File: src/rtl/core/bounded_stack_with_reverse_dedup_macros.svh
// ----------------------------------------------------------------------------
// Assertion macros for the bounded stack
// Immediate-implication and next-cycle-implication checks, clocked on clk and
// disabled while rst_n is low. Define NO_ASSERTIONS to compile them out.
// ----------------------------------------------------------------------------
`ifndef BOUNDED_STACK_WITH_REVERSE_DEDUP_MACROS_SVH
`define BOUNDED_STACK_WITH_REVERSE_DEDUP_MACROS_SVH

`ifndef NO_ASSERTIONS

// Consequent must hold in the same cycle as the antecedent
`define BSRD_ASSERT_NOW(label, ante, cons) \
  label: assert property (@(posedge clk) disable iff (!rst_n) (ante) |-> (cons)) \
    else $error("bsrd: same-cycle check failed");

// Consequent must hold in the cycle after the antecedent
`define BSRD_ASSERT_NEXT(label, ante, cons) \
  label: assert property (@(posedge clk) disable iff (!rst_n) (ante) |=> (cons)) \
    else $error("bsrd: next-cycle check failed");

`else

`define BSRD_ASSERT_NOW(label, ante, cons)
`define BSRD_ASSERT_NEXT(label, ante, cons)

`endif

`endif

File: src/rtl/core/bsrd_pkg.sv
// ----------------------------------------------------------------------------
// bsrd_pkg
// Shared constants, codes and types of the bounded stack.
// ----------------------------------------------------------------------------
package bsrd_pkg;

  // Default number of stack entries
  localparam int DEPTH_DEF = 16;

  // Word field widths
  localparam int MODE_W   = 3;
  localparam int DATA_W   = 32;
  localparam int STATUS_W = 2;
  localparam int DEPTH_W  = 5;

  // Operation codes
  localparam logic [MODE_W-1:0] MODE_PUSH  = 3'd0;
  localparam logic [MODE_W-1:0] MODE_POP   = 3'd1;
  localparam logic [MODE_W-1:0] MODE_SHOW  = 3'd2;
  localparam logic [MODE_W-1:0] MODE_REV   = 3'd3;
  localparam logic [MODE_W-1:0] MODE_CLEAR = 3'd4;
  localparam logic [MODE_W-1:0] MODE_DEDUP = 3'd5;

  // Status codes
  localparam logic [STATUS_W-1:0] ST_OK    = 2'd0;
  localparam logic [STATUS_W-1:0] ST_FULL  = 2'd1;
  localparam logic [STATUS_W-1:0] ST_EMPTY = 2'd2;

  // Flags from the shared compare unit
  typedef struct packed {
    logic eq;
    logic lt;
  } cmp_res_t;

endpackage

File: src/rtl/core/bsrd_if.sv
// ----------------------------------------------------------------------------
// bsrd_if
// Valid/ready channels of the bounded stack: command words in, result words out.
// ----------------------------------------------------------------------------
interface bsrd_in_if;
  logic                                valid;
  logic                                ready;
  logic [bsrd_pkg::MODE_W-1:0]         mode;
  logic signed [bsrd_pkg::DATA_W-1:0]  push_value;

  modport source (output valid, output mode, output push_value, input ready);
  modport sink   (input valid, input mode, input push_value, output ready);
endinterface

interface bsrd_out_if;
  logic                                valid;
  logic                                ready;
  logic signed [bsrd_pkg::DATA_W-1:0]  value;
  logic [bsrd_pkg::STATUS_W-1:0]       status;
  logic                                last;
  logic [bsrd_pkg::DEPTH_W-1:0]        depth;

  modport source (output valid, output value, output status, output last,
                  output depth, input ready);
  modport sink   (input valid, input value, input status, input last,
                  input depth, output ready);
endinterface

File: src/rtl/core/bounded_stack_with_reverse_dedup.sv
// ----------------------------------------------------------------------------
// bounded_stack_with_reverse_dedup
// LIFO stack of signed 32-bit words, DEPTH entries, with show, reverse,
// clear and duplicate removal, run by a sequencer around one compare unit.
// ----------------------------------------------------------------------------
// Usage:
//   in_ch carries command words (mode, push_value); out_ch carries result
//   words (value, status, last, depth). A word moves when valid and ready are
//   both high. Every command gives one result word, except show on a
//   non-empty stack, which gives one word per entry, top first, with last set
//   on the bottom entry.
// Sequencing (n = entries held):
//   push, clear, empty/full reports, unused modes: result registered from
//   idle at accept. pop: entry read, then S_POP. show: S_SHOW_RD then
//   S_SHOW_OUT per entry. reverse: S_REV_A, S_REV_B, S_REV_C, S_REV_D per
//   swapped pair, then S_REV_A to finish. dedup: S_DD_RD and S_DD_LD per
//   entry read, S_DD_SCAN and S_DD_CMP per compare against the kept list
//   (up to n*(n-1)/2 compares), S_DD_SCAN to append each kept value and
//   S_CP_RD, S_CP_WR to copy it back. These states follow from the single
//   read port of each entry RAM and the one shared compare unit. A new command
//   is taken only when the sequencer is idle and the output register is empty or being taken.
// Reset: synchronous, active low; empties the stack and the output register.
//   RAM contents are not cleared; only entries below the count are ever read.
// Stall: while out_ch.ready is low the result word holds and no command or
//   further show entry advances.
// ----------------------------------------------------------------------------
`include "bounded_stack_with_reverse_dedup_macros.svh"

module bounded_stack_with_reverse_dedup #(
  parameter int DEPTH = bsrd_pkg::DEPTH_DEF
) (
  input  logic              clk,
  input  logic              rst_n,
  bsrd_in_if.sink           in_ch,
  bsrd_out_if.source        out_ch
);

  localparam int AW = $clog2(DEPTH);
  localparam int CW = $clog2(DEPTH + 1);
  localparam int DW = bsrd_pkg::DATA_W;

  typedef enum logic [13:0] {
    S_IDLE     = 14'b00000000000001,
    S_POP      = 14'b00000000000010,
    S_SHOW_RD  = 14'b00000000000100,
    S_SHOW_OUT = 14'b00000000001000,
    S_REV_A    = 14'b00000000010000,
    S_REV_B    = 14'b00000000100000,
    S_REV_C    = 14'b00000001000000,
    S_REV_D    = 14'b00000010000000,
    S_DD_RD    = 14'b00000100000000,
    S_DD_LD    = 14'b00001000000000,
    S_DD_SCAN  = 14'b00010000000000,
    S_DD_CMP   = 14'b00100000000000,
    S_CP_RD    = 14'b01000000000000,
    S_CP_WR    = 14'b10000000000000
  } state_t;

  state_t                         state_r, state_nxt;
  logic [CW-1:0]                  count_r, count_nxt;
  logic [CW-1:0]                  i_r, i_nxt;
  logic [CW-1:0]                  j_r, j_nxt;
  logic [CW-1:0]                  nk_r, nk_nxt;
  logic [AW-1:0]                  lo_r, lo_nxt;
  logic [AW-1:0]                  hi_r, hi_nxt;
  logic [DW-1:0]                  tmp_r, tmp_nxt;
  logic [DW-1:0]                  v_r, v_nxt;

  logic                           out_valid_r;
  logic [DW-1:0]                  out_value_r;
  logic [bsrd_pkg::STATUS_W-1:0]  out_status_r;
  logic                           out_last_r;
  logic [bsrd_pkg::DEPTH_W-1:0]   out_depth_r;

  logic                           out_load;
  logic [DW-1:0]                  ld_value;
  logic [bsrd_pkg::STATUS_W-1:0]  ld_status;
  logic                           ld_last;

  logic                           out_free;
  logic                           in_acc;
  logic                           push_taken;
  logic                           is_empty;
  logic                           is_full;
  logic [CW-1:0]                  cnt_m1;
  logic [CW-1:0]                  i_m1;
  logic [CW-1:0]                  cp_idx;

  logic                           e_we, e_re;
  logic [AW-1:0]                  e_waddr, e_raddr;
  logic [DW-1:0]                  e_wdata, e_rdata;
  logic                           k_we, k_re;
  logic [AW-1:0]                  k_waddr, k_raddr;
  logic [DW-1:0]                  k_wdata, k_rdata;

  logic [DW-1:0]                  cmp_a, cmp_b;
  bsrd_pkg::cmp_res_t             cmp_res;

  // Entry store and kept-value list for dedup
  bsrd_ram #(.WIDTH(DW), .DEPTH(DEPTH)) u_entries (
    .clk   (clk),
    .we    (e_we),
    .waddr (e_waddr),
    .wdata (e_wdata),
    .re    (e_re),
    .raddr (e_raddr),
    .rdata (e_rdata)
  );

  bsrd_ram #(.WIDTH(DW), .DEPTH(DEPTH)) u_kept (
    .clk   (clk),
    .we    (k_we),
    .waddr (k_waddr),
    .wdata (k_wdata),
    .re    (k_re),
    .raddr (k_raddr),
    .rdata (k_rdata)
  );

  bsrd_cmp #(.W(DW)) u_cmp (
    .a   (cmp_a),
    .b   (cmp_b),
    .res (cmp_res)
  );

  // Handshake and helpers
  assign out_free    = !out_valid_r || out_ch.ready;
  assign in_ch.ready = (state_r == S_IDLE) && out_free;
  assign in_acc      = in_ch.valid && in_ch.ready;
  assign is_empty    = (count_r == '0);
  assign is_full     = (count_r == CW'(DEPTH));
  assign push_taken  = in_acc && (in_ch.mode == bsrd_pkg::MODE_PUSH) && !is_full;
  assign cnt_m1      = count_r - CW'(1);
  assign i_m1        = i_r - CW'(1);
  assign cp_idx      = nk_r - j_r - CW'(1);

  // Sequencer
  always_comb begin
    state_nxt = state_r;
    count_nxt = count_r;
    i_nxt     = i_r;
    j_nxt     = j_r;
    nk_nxt    = nk_r;
    lo_nxt    = lo_r;
    hi_nxt    = hi_r;
    tmp_nxt   = tmp_r;
    v_nxt     = v_r;
    e_we      = 1'b0;
    e_waddr   = '0;
    e_wdata   = '0;
    e_re      = 1'b0;
    e_raddr   = '0;
    k_we      = 1'b0;
    k_waddr   = '0;
    k_wdata   = '0;
    k_re      = 1'b0;
    k_raddr   = '0;
    cmp_a     = '0;
    cmp_b     = '0;
    out_load  = 1'b0;
    ld_value  = '0;
    ld_status = bsrd_pkg::ST_OK;
    ld_last   = 1'b1;

    unique case (state_r)
      S_IDLE: begin
        if (in_acc) begin
          unique case (in_ch.mode)
            bsrd_pkg::MODE_PUSH: begin
              out_load = 1'b1;
              if (is_full) begin
                ld_status = bsrd_pkg::ST_FULL;
              end else begin
                e_we      = 1'b1;
                e_waddr   = count_r[AW-1:0];
                e_wdata   = in_ch.push_value;
                count_nxt = count_r + CW'(1);
              end
            end
            bsrd_pkg::MODE_POP: begin
              if (is_empty) begin
                out_load  = 1'b1;
                ld_status = bsrd_pkg::ST_EMPTY;
              end else begin
                e_re      = 1'b1;
                e_raddr   = cnt_m1[AW-1:0];
                count_nxt = cnt_m1;
                state_nxt = S_POP;
              end
            end
            bsrd_pkg::MODE_SHOW: begin
              if (is_empty) begin
                out_load  = 1'b1;
                ld_status = bsrd_pkg::ST_EMPTY;
              end else begin
                i_nxt     = count_r;
                state_nxt = S_SHOW_RD;
              end
            end
            bsrd_pkg::MODE_REV: begin
              if (is_empty) begin
                out_load  = 1'b1;
                ld_status = bsrd_pkg::ST_EMPTY;
              end else begin
                lo_nxt    = '0;
                hi_nxt    = cnt_m1[AW-1:0];
                state_nxt = S_REV_A;
              end
            end
            bsrd_pkg::MODE_CLEAR: begin
              out_load = 1'b1;
              if (is_empty) begin
                ld_status = bsrd_pkg::ST_EMPTY;
              end else begin
                count_nxt = '0;
              end
            end
            bsrd_pkg::MODE_DEDUP: begin
              if (is_empty) begin
                out_load  = 1'b1;
                ld_status = bsrd_pkg::ST_EMPTY;
              end else begin
                i_nxt     = count_r;
                nk_nxt    = '0;
                state_nxt = S_DD_RD;
              end
            end
            default: begin
              out_load = 1'b1;
            end
          endcase
        end
      end

      // Deliver the popped word
      S_POP: begin
        out_load  = 1'b1;
        ld_value  = e_rdata;
        state_nxt = S_IDLE;
      end

      // Walk entries from the top, one word per output slot
      S_SHOW_RD: begin
        e_re      = 1'b1;
        e_raddr   = i_m1[AW-1:0];
        state_nxt = S_SHOW_OUT;
      end
      S_SHOW_OUT: begin
        if (out_free) begin
          out_load = 1'b1;
          ld_value = e_rdata;
          ld_last  = (i_r == CW'(1));
          i_nxt    = i_m1;
          if (i_r == CW'(1)) begin
            state_nxt = S_IDLE;
          end else begin
            state_nxt = S_SHOW_RD;
          end
        end
      end

      // Swap lo and hi until the pointers meet
      S_REV_A: begin
        cmp_a = DW'(lo_r);
        cmp_b = DW'(hi_r);
        if (cmp_res.lt) begin
          e_re      = 1'b1;
          e_raddr   = lo_r;
          state_nxt = S_REV_B;
        end else begin
          out_load  = 1'b1;
          state_nxt = S_IDLE;
        end
      end
      S_REV_B: begin
        e_re      = 1'b1;
        e_raddr   = hi_r;
        tmp_nxt   = e_rdata;
        state_nxt = S_REV_C;
      end
      S_REV_C: begin
        e_we      = 1'b1;
        e_waddr   = lo_r;
        e_wdata   = e_rdata;
        state_nxt = S_REV_D;
      end
      S_REV_D: begin
        e_we      = 1'b1;
        e_waddr   = hi_r;
        e_wdata   = tmp_r;
        lo_nxt    = lo_r + AW'(1);
        hi_nxt    = hi_r - AW'(1);
        state_nxt = S_REV_A;
      end

      // Take the next entry from the top, or start copying back
      S_DD_RD: begin
        if (i_r == '0) begin
          j_nxt     = '0;
          state_nxt = S_CP_RD;
        end else begin
          e_re      = 1'b1;
          e_raddr   = i_m1[AW-1:0];
          i_nxt     = i_m1;
          state_nxt = S_DD_LD;
        end
      end
      S_DD_LD: begin
        v_nxt     = e_rdata;
        j_nxt     = '0;
        state_nxt = S_DD_SCAN;
      end
      // Scan kept list; append the value when no match was found
      S_DD_SCAN: begin
        if (j_r == nk_r) begin
          k_we      = 1'b1;
          k_waddr   = nk_r[AW-1:0];
          k_wdata   = v_r;
          nk_nxt    = nk_r + CW'(1);
          state_nxt = S_DD_RD;
        end else begin
          k_re      = 1'b1;
          k_raddr   = j_r[AW-1:0];
          state_nxt = S_DD_CMP;
        end
      end
      S_DD_CMP: begin
        cmp_a = k_rdata;
        cmp_b = v_r;
        if (cmp_res.eq) begin
          state_nxt = S_DD_RD;
        end else begin
          j_nxt     = j_r + CW'(1);
          state_nxt = S_DD_SCAN;
        end
      end

      // Copy kept list back, bottom entry first
      S_CP_RD: begin
        if (j_r == nk_r) begin
          count_nxt = nk_r;
          out_load  = 1'b1;
          state_nxt = S_IDLE;
        end else begin
          k_re      = 1'b1;
          k_raddr   = cp_idx[AW-1:0];
          state_nxt = S_CP_WR;
        end
      end
      S_CP_WR: begin
        e_we      = 1'b1;
        e_waddr   = j_r[AW-1:0];
        e_wdata   = k_rdata;
        j_nxt     = j_r + CW'(1);
        state_nxt = S_CP_RD;
      end

      default: begin
        state_nxt = S_IDLE;
      end
    endcase
  end

  // Control registers
  always_ff @(posedge clk) begin
    if (!rst_n) begin
      state_r     <= S_IDLE;
      count_r     <= '0;
      out_valid_r <= 1'b0;
    end else begin
      state_r <= state_nxt;
      count_r <= count_nxt;
      if (out_load) begin
        out_valid_r <= 1'b1;
      end else if (out_ch.ready) begin
        out_valid_r <= 1'b0;
      end
    end
  end

  // Working registers and result word
  always_ff @(posedge clk) begin
    i_r   <= i_nxt;
    j_r   <= j_nxt;
    nk_r  <= nk_nxt;
    lo_r  <= lo_nxt;
    hi_r  <= hi_nxt;
    tmp_r <= tmp_nxt;
    v_r   <= v_nxt;
    if (out_load) begin
      out_value_r  <= ld_value;
      out_status_r <= ld_status;
      out_last_r   <= ld_last;
      out_depth_r  <= bsrd_pkg::DEPTH_W'(count_nxt);
    end
  end

  assign out_ch.valid  = out_valid_r;
  assign out_ch.value  = out_value_r;
  assign out_ch.status = out_status_r;
  assign out_ch.last   = out_last_r;
  assign out_ch.depth  = out_depth_r;

  // Checks
  `BSRD_ASSERT_NOW(a_count_bound, 1'b1, count_r <= CW'(DEPTH))
  `BSRD_ASSERT_NOW(a_load_when_free, out_load, out_free)
  `BSRD_ASSERT_NEXT(a_push_grows, push_taken, count_r == $past(count_r) + CW'(1))
  `BSRD_ASSERT_NOW(a_swap_order, state_r == S_REV_D, lo_r < hi_r)
  `BSRD_ASSERT_NOW(a_kept_bound, state_r == S_DD_SCAN || state_r == S_CP_RD, nk_r <= count_r)

endmodule

File: src/rtl/core/bsrd_ram.sv
// ----------------------------------------------------------------------------
// bsrd_ram
// Generic single-write, single-read RAM with registered read data.
// ----------------------------------------------------------------------------
module bsrd_ram #(
  parameter int WIDTH = bsrd_pkg::DATA_W,
  parameter int DEPTH = bsrd_pkg::DEPTH_DEF
) (
  input  logic                     clk,
  input  logic                     we,
  input  logic [$clog2(DEPTH)-1:0] waddr,
  input  logic [WIDTH-1:0]         wdata,
  input  logic                     re,
  input  logic [$clog2(DEPTH)-1:0] raddr,
  output logic [WIDTH-1:0]         rdata
);

  logic [WIDTH-1:0] mem [DEPTH];
  logic [WIDTH-1:0] rdata_r;

  // Write port
  always_ff @(posedge clk) begin
    if (we) begin
      mem[waddr] <= wdata;
    end
  end

  // Registered read; data holds until the next read
  always_ff @(posedge clk) begin
    if (re) begin
      rdata_r <= mem[raddr];
    end
  end

  assign rdata = rdata_r;

endmodule

File: src/rtl/core/bsrd_cmp.sv
// ----------------------------------------------------------------------------
// bsrd_cmp
// Shared compare unit: equality of stored words and unsigned ordering of
// swap pointers.
// ----------------------------------------------------------------------------
module bsrd_cmp #(
  parameter int W = bsrd_pkg::DATA_W
) (
  input  logic [W-1:0]        a,
  input  logic [W-1:0]        b,
  output bsrd_pkg::cmp_res_t  res
);

  // Compare both ways at once
  always_comb begin
    res.eq = (a == b);
    res.lt = (a < b);
  end

endmodule

File: src/flat_wrapper.sv
// flat-port wrapper written by rule: the top's interface ports become plain ports
module bounded_stack_with_reverse_dedup_flat 
#(
  parameter int DEPTH = bsrd_pkg::DEPTH_DEF
)
  (clk, rst_n, in_ch_valid, in_ch_mode, in_ch_push_value, in_ch_ready, out_ch_valid, out_ch_value, out_ch_status, out_ch_last, out_ch_depth, out_ch_ready);
  bsrd_in_if in_ch_i ();
  bsrd_out_if out_ch_i ();
  input  logic clk;
  input  logic rst_n;
  input wire logic [$bits(in_ch_i.valid)-1:0] in_ch_valid;
  input wire logic [$bits(in_ch_i.mode)-1:0] in_ch_mode;
  input wire logic [$bits(in_ch_i.push_value)-1:0] in_ch_push_value;
  output wire logic [$bits(in_ch_i.ready)-1:0] in_ch_ready;
  output wire logic [$bits(out_ch_i.valid)-1:0] out_ch_valid;
  output wire logic [$bits(out_ch_i.value)-1:0] out_ch_value;
  output wire logic [$bits(out_ch_i.status)-1:0] out_ch_status;
  output wire logic [$bits(out_ch_i.last)-1:0] out_ch_last;
  output wire logic [$bits(out_ch_i.depth)-1:0] out_ch_depth;
  input wire logic [$bits(out_ch_i.ready)-1:0] out_ch_ready;
  assign in_ch_i.valid = in_ch_valid;
  assign in_ch_i.mode = in_ch_mode;
  assign in_ch_i.push_value = in_ch_push_value;
  assign in_ch_ready = in_ch_i.ready;
  assign out_ch_valid = out_ch_i.valid;
  assign out_ch_value = out_ch_i.value;
  assign out_ch_status = out_ch_i.status;
  assign out_ch_last = out_ch_i.last;
  assign out_ch_depth = out_ch_i.depth;
  assign out_ch_i.ready = out_ch_ready;
  bounded_stack_with_reverse_dedup #(.DEPTH(DEPTH)) u_core (.clk(clk), .rst_n(rst_n), .in_ch(in_ch_i), .out_ch(out_ch_i));
endmodule
File: config.mk
export PLATFORM = sky130hd
export DESIGN_NAME = bounded_stack_with_reverse_dedup_flat
export DESIGN_NICKNAME = d
export VERILOG_FILES = /design/src/rtl/core/bsrd_pkg.sv /design/src/rtl/core/bsrd_if.sv /design/src/rtl/core/bounded_stack_with_reverse_dedup.sv /design/src/rtl/core/bsrd_ram.sv /design/src/rtl/core/bsrd_cmp.sv /design/src/flat_wrapper.sv
export VERILOG_INCLUDE_DIRS = /design/src /design/src/rtl/core
export SDC_FILE = /design/constraint.sdc
export NUM_CORES = 2
export LEC_CHECK = 0
export ABC_AREA = 1
export ABC_CLOCK_PERIOD_IN_PS = 4940
export CAP_MARGIN = 15
export CORE_UTILIZATION = 58
export CTS_CLUSTER_SIZE = 30
export DETAILED_ROUTE_END_ITERATION = 12
export DONT_BUFFER_PORTS = 1
export HOLD_SLACK_MARGIN = 0.08
export PLACE_DENSITY_LB_ADDON = 0.25
export SYNTH_ARGS = -nofsm -noshare
export SYNTH_HDL_FRONTEND = slang
export SYNTH_SLANG_ARGS = --single-unit
File: constraint.sdc
create_clock -name clk -period 4.94 [get_ports clk]
set_input_delay 0 -clock clk [delete_from_list [all_inputs] [get_ports clk]]
set_output_delay 0 -clock clk [all_outputs]
set_load 0.1 [all_outputs]
==> reports/metrics.yaml <==
final_layout:
  multi_input_area_um2: 13800
  area_growth_pct: 11.5
  final.fill_count: 6750
  diodes: 0
  layout_common_cells: "edfxtp_1 (1215), nand2_1 (1107), nand3_1 (778)"
  final_cells: 6060
  layout.nets: 4866
  regArea_um2: 36900
  drive_above_1_share_pct: 9.87
  layout_commonest_cell: "edfxtp_1"
power:
  powerDensity_nw_per_um2: 350
  power_leakage_nw: 21.8
  peakVddDrop_uv: 385
  power.total_mw: 21.0
clock_tree:
  insertion_delay_ns: 0.74
  cts_tree: "built"
  post_cts_buffers: 0
  clk_pin_slew_ns: 0.06
  cts_max_level: 3
  cts_buffers: 121
  cts-root-buf: "clkbuf_16"
  clockBufferDepth: 3
  cts.sink_count: 1235
worst_hold_path:
  hold_path_startpoint: "rst_n"
  hold_class: "primary input to flop"
  min_delay_path_depth: 3
  min_to: "u_core.state_r[7]"
yosys:
  synthFlopType: "edfxtp_1"
  ys_seq_area_share_pct: 68.8
  ys_warn_count: 0
  syn-num-nets: 4839
  synthCells: 4753
  synth_async_sr_flop_share_pct: 0
  syn_area_per_cell_um2: 11.3
  ys_ff_latch: 1235
  synth_top_cells_by_area: "edfxtp_1 (68%), nand2_1 (7.8%), nand3_1 (7.3%)"
  synth_top_area_cell: "edfxtp_1"
  yosys.area.top_type_share_pct: 68.0
  synth_edf_count: 1215
  synth_cell_types: 52
  syn_area_um2: 53600
outcome:
  status: "finished clean"
sta:
  setup_viol: 0
  setup_ws_ns: 0.433
  relSlewSlack_pct: 21.3
  fin_crit_sh_pct: 91.2
  fmax_ghz: 0.222
  final_max_slew_viol_count: 0
  clock_skew_ns: 0.0454
  rsz0062_at_grt: "no"
  setup_tns_ns: 0
  final-hold-violation-count: 0
  period_minus_slack_ns: 4.51
  worst_pin_slew_ns: 1.18
critical_path:
  end_kind: "flop"
  path_class: "flop to flop"
  cp_slowest_stage_delay_ns: 0.57
  crit_top_cell: "nand2_1"
  worstPathRequired_ns: 5.62
  cp_slowest_cell: "dlygate4sd3_1"
  critical_path.startpoint_type: "flop"
  reg2reg_from: "u_core.state_r[4]"
  path_cells: "nor2_2, nand2_2, nor2_4, nand2_1, clkinvlp_4, buf_4, nand2_1, ha_1, nand4_1, nor2_1, nand2_1, nor3_1, nand2_1, and2_1, nor2_1, nor2_1, nand2_2, buf_4, o21ai_0, dlygate4sd3_1, inv_1"
  critPathArrivalTime_ns: 5.19
  reg2regPathDepth: 21
  rrSetupSlack_ns: 0.43
  r2r_end: "u_core.out_ch.valid"
  cp_max_fo: 41
floorplanning:
  core_um2: 91700
  die_y_um: 306
  die_area_um2: 93700
  initial_core_util_pct: 58.5
  die_x_um: 306
  ioPinCount: 81
  row_count: 111
global_route:
  grt_antenna_before_repair: 1
  grt_overflow: 0
  grt_max_degree: 153
  grtUsageTotal_pct: 30.5
  grt_pass1_vias: 34500
  grt_first_pass_wirelength_um: 213000
placement:
  dp.cells: 5795
  hpwl_um: 82200
  pre_cts_slack_ns: 0.570
  gp_congestion: 0.931
  portBuffers: 0
drt:
  wl_per_cell_um: 23.8
  drc_errors: 0
  via_count: 36800
  wl_um: 144000
  via_per_inst: 6.07
  ant_nets: 0
  drtIter0Drc: 4986
  dr.pass1.iters: 8
run:
  maxCapViolCount: 0
## metrics by stage
step	cell area (um2)	util, %	hold WS (ns)
2_1_floorplan	53700	-	0.0841
4_1_cts	59700	65.1	0.0833
6_report	59800	65.3	0.141
3_3_place_gp	55500	60.6	0.102
3_5_place_dp	55500	60.6	0.111
5_1_grt	59800	65.3	0.129
## sequential cells by signal, summed over array words and instances (netlist names)
name / cells
u_core.lo_r: 4
u_core.out_ch.value: 32
u_core.u_kept.mem: 512
u_core.out_ch.status: 2
u_core.tmp_r: 32
u_core.hi_r: 4
u_core.u_entries.rdata: 32
u_core.j_r: 5
u_core.i_r: 5
u_core.out_ch.last: 1
u_core.count_r: 5
u_core.u_entries.mem: 512
u_core.out_ch.valid: 1
u_core.v_r: 32
u_core.u_kept.rdata: 32
u_core.out_ch.depth: 5
u_core.state_r: 14
u_core.nk_r: 5
## synthesized netlist by cell type (12+ instances only)
cell type and count:
buf_1 28, inv_1 511, a21oi_1 75, nand3b_1 75, ha_1 46, buf_2 126
or2_1 17, o2111ai_1 18, dfxtp_1 20, o21ai_0 20, buf_4 22, nor3_1 12
nand2_1 1111, nor2_1 192, or2_2 112, nand3_1 778, clkbuf_1 82, o211ai_1 163
o22ai_1 25, edfxtp_1 1215
## what timing repair did
item                                    in CTS  in global routing
gates resized for setup                      0                  1
endpoints found under the setup margin       0                  1
hold buffers                                38                  3
hold endpoints to repair                   435                 48
## power breakdown
part	total, mW	internal, mW	switching (mW)
registers	11.8	11.5	0.355
clock network	8.83	4.95	3.88
logic	0.324	0.0932	0.231
total	21.0	16.5	4.46
## kinds of logic (layout without fill, tap and decap cells)
logic type,count (synthesis),in the layout,share of synthesized area [%]
XOR/XNOR,19,19,0.324
AND/OR/NAND/NOR,2334,2334,19.6
flip-flops,1235,1235,68.8
buffers and inverters,790,911,6.12
AO/OA/AOI/OAI,328,328,4.14
adder cells (fa/ha/maj),47,47,1.11
## critical path: cells and delay by family, from the launching register on
family | cells | cell delay (ns)
flops | 1 | 0.32
compound gates | 1 | 0.13
buf+inv | 5 | 1.61
simple gates | 14 | 2.06
fa+ha+maj | 1 | 0.33
## cell type report
| cell class | instances | share of cell area [%] |
|---|---|---|
| clock inverters | 64 | 0.947 |
| inverters | 522 | 3.29 |
| well taps | 1186 | 2.48 |
| flip-flops and latches | 1235 | 61.7 |
| repair buffers | 172 | 3.14 |
| clock buffers | 153 | 5.38 |
| multi-input cells | 2728 | 23.1 |
## worst max path at each step
stage                 startpoint                         to  depth (start not counted)
4_1_cts        u_core.state_r[0]        u_core.out_ch.valid                         21
3_3_place_gp   u_core.state_r[0]  u_core.u_entries.rdata[4]                         21
3_5_place_dp   u_core.state_r[0]  u_core.u_entries.rdata[4]                         21
2_1_floorplan  u_core.state_r[8]  u_core.u_entries.rdata[0]                          7
5_1_grt        u_core.state_r[2]        u_core.out_ch.valid                         21
6_report       u_core.state_r[4]        u_core.out_ch.valid                         21
## layer usage
metal | track usage [%] | vias to the layer above | share of wire (%)
li1 | - | 16400 | -
met1 | 42.2 | 17800 | 39
met2 | 47.9 | 2172 | 46
met3 | 4.89 | 384 | 10
met4 | 14.2 | 0 | 4.9
met5 | 0 | - | 0
Power figures use the tool's default switching activity.
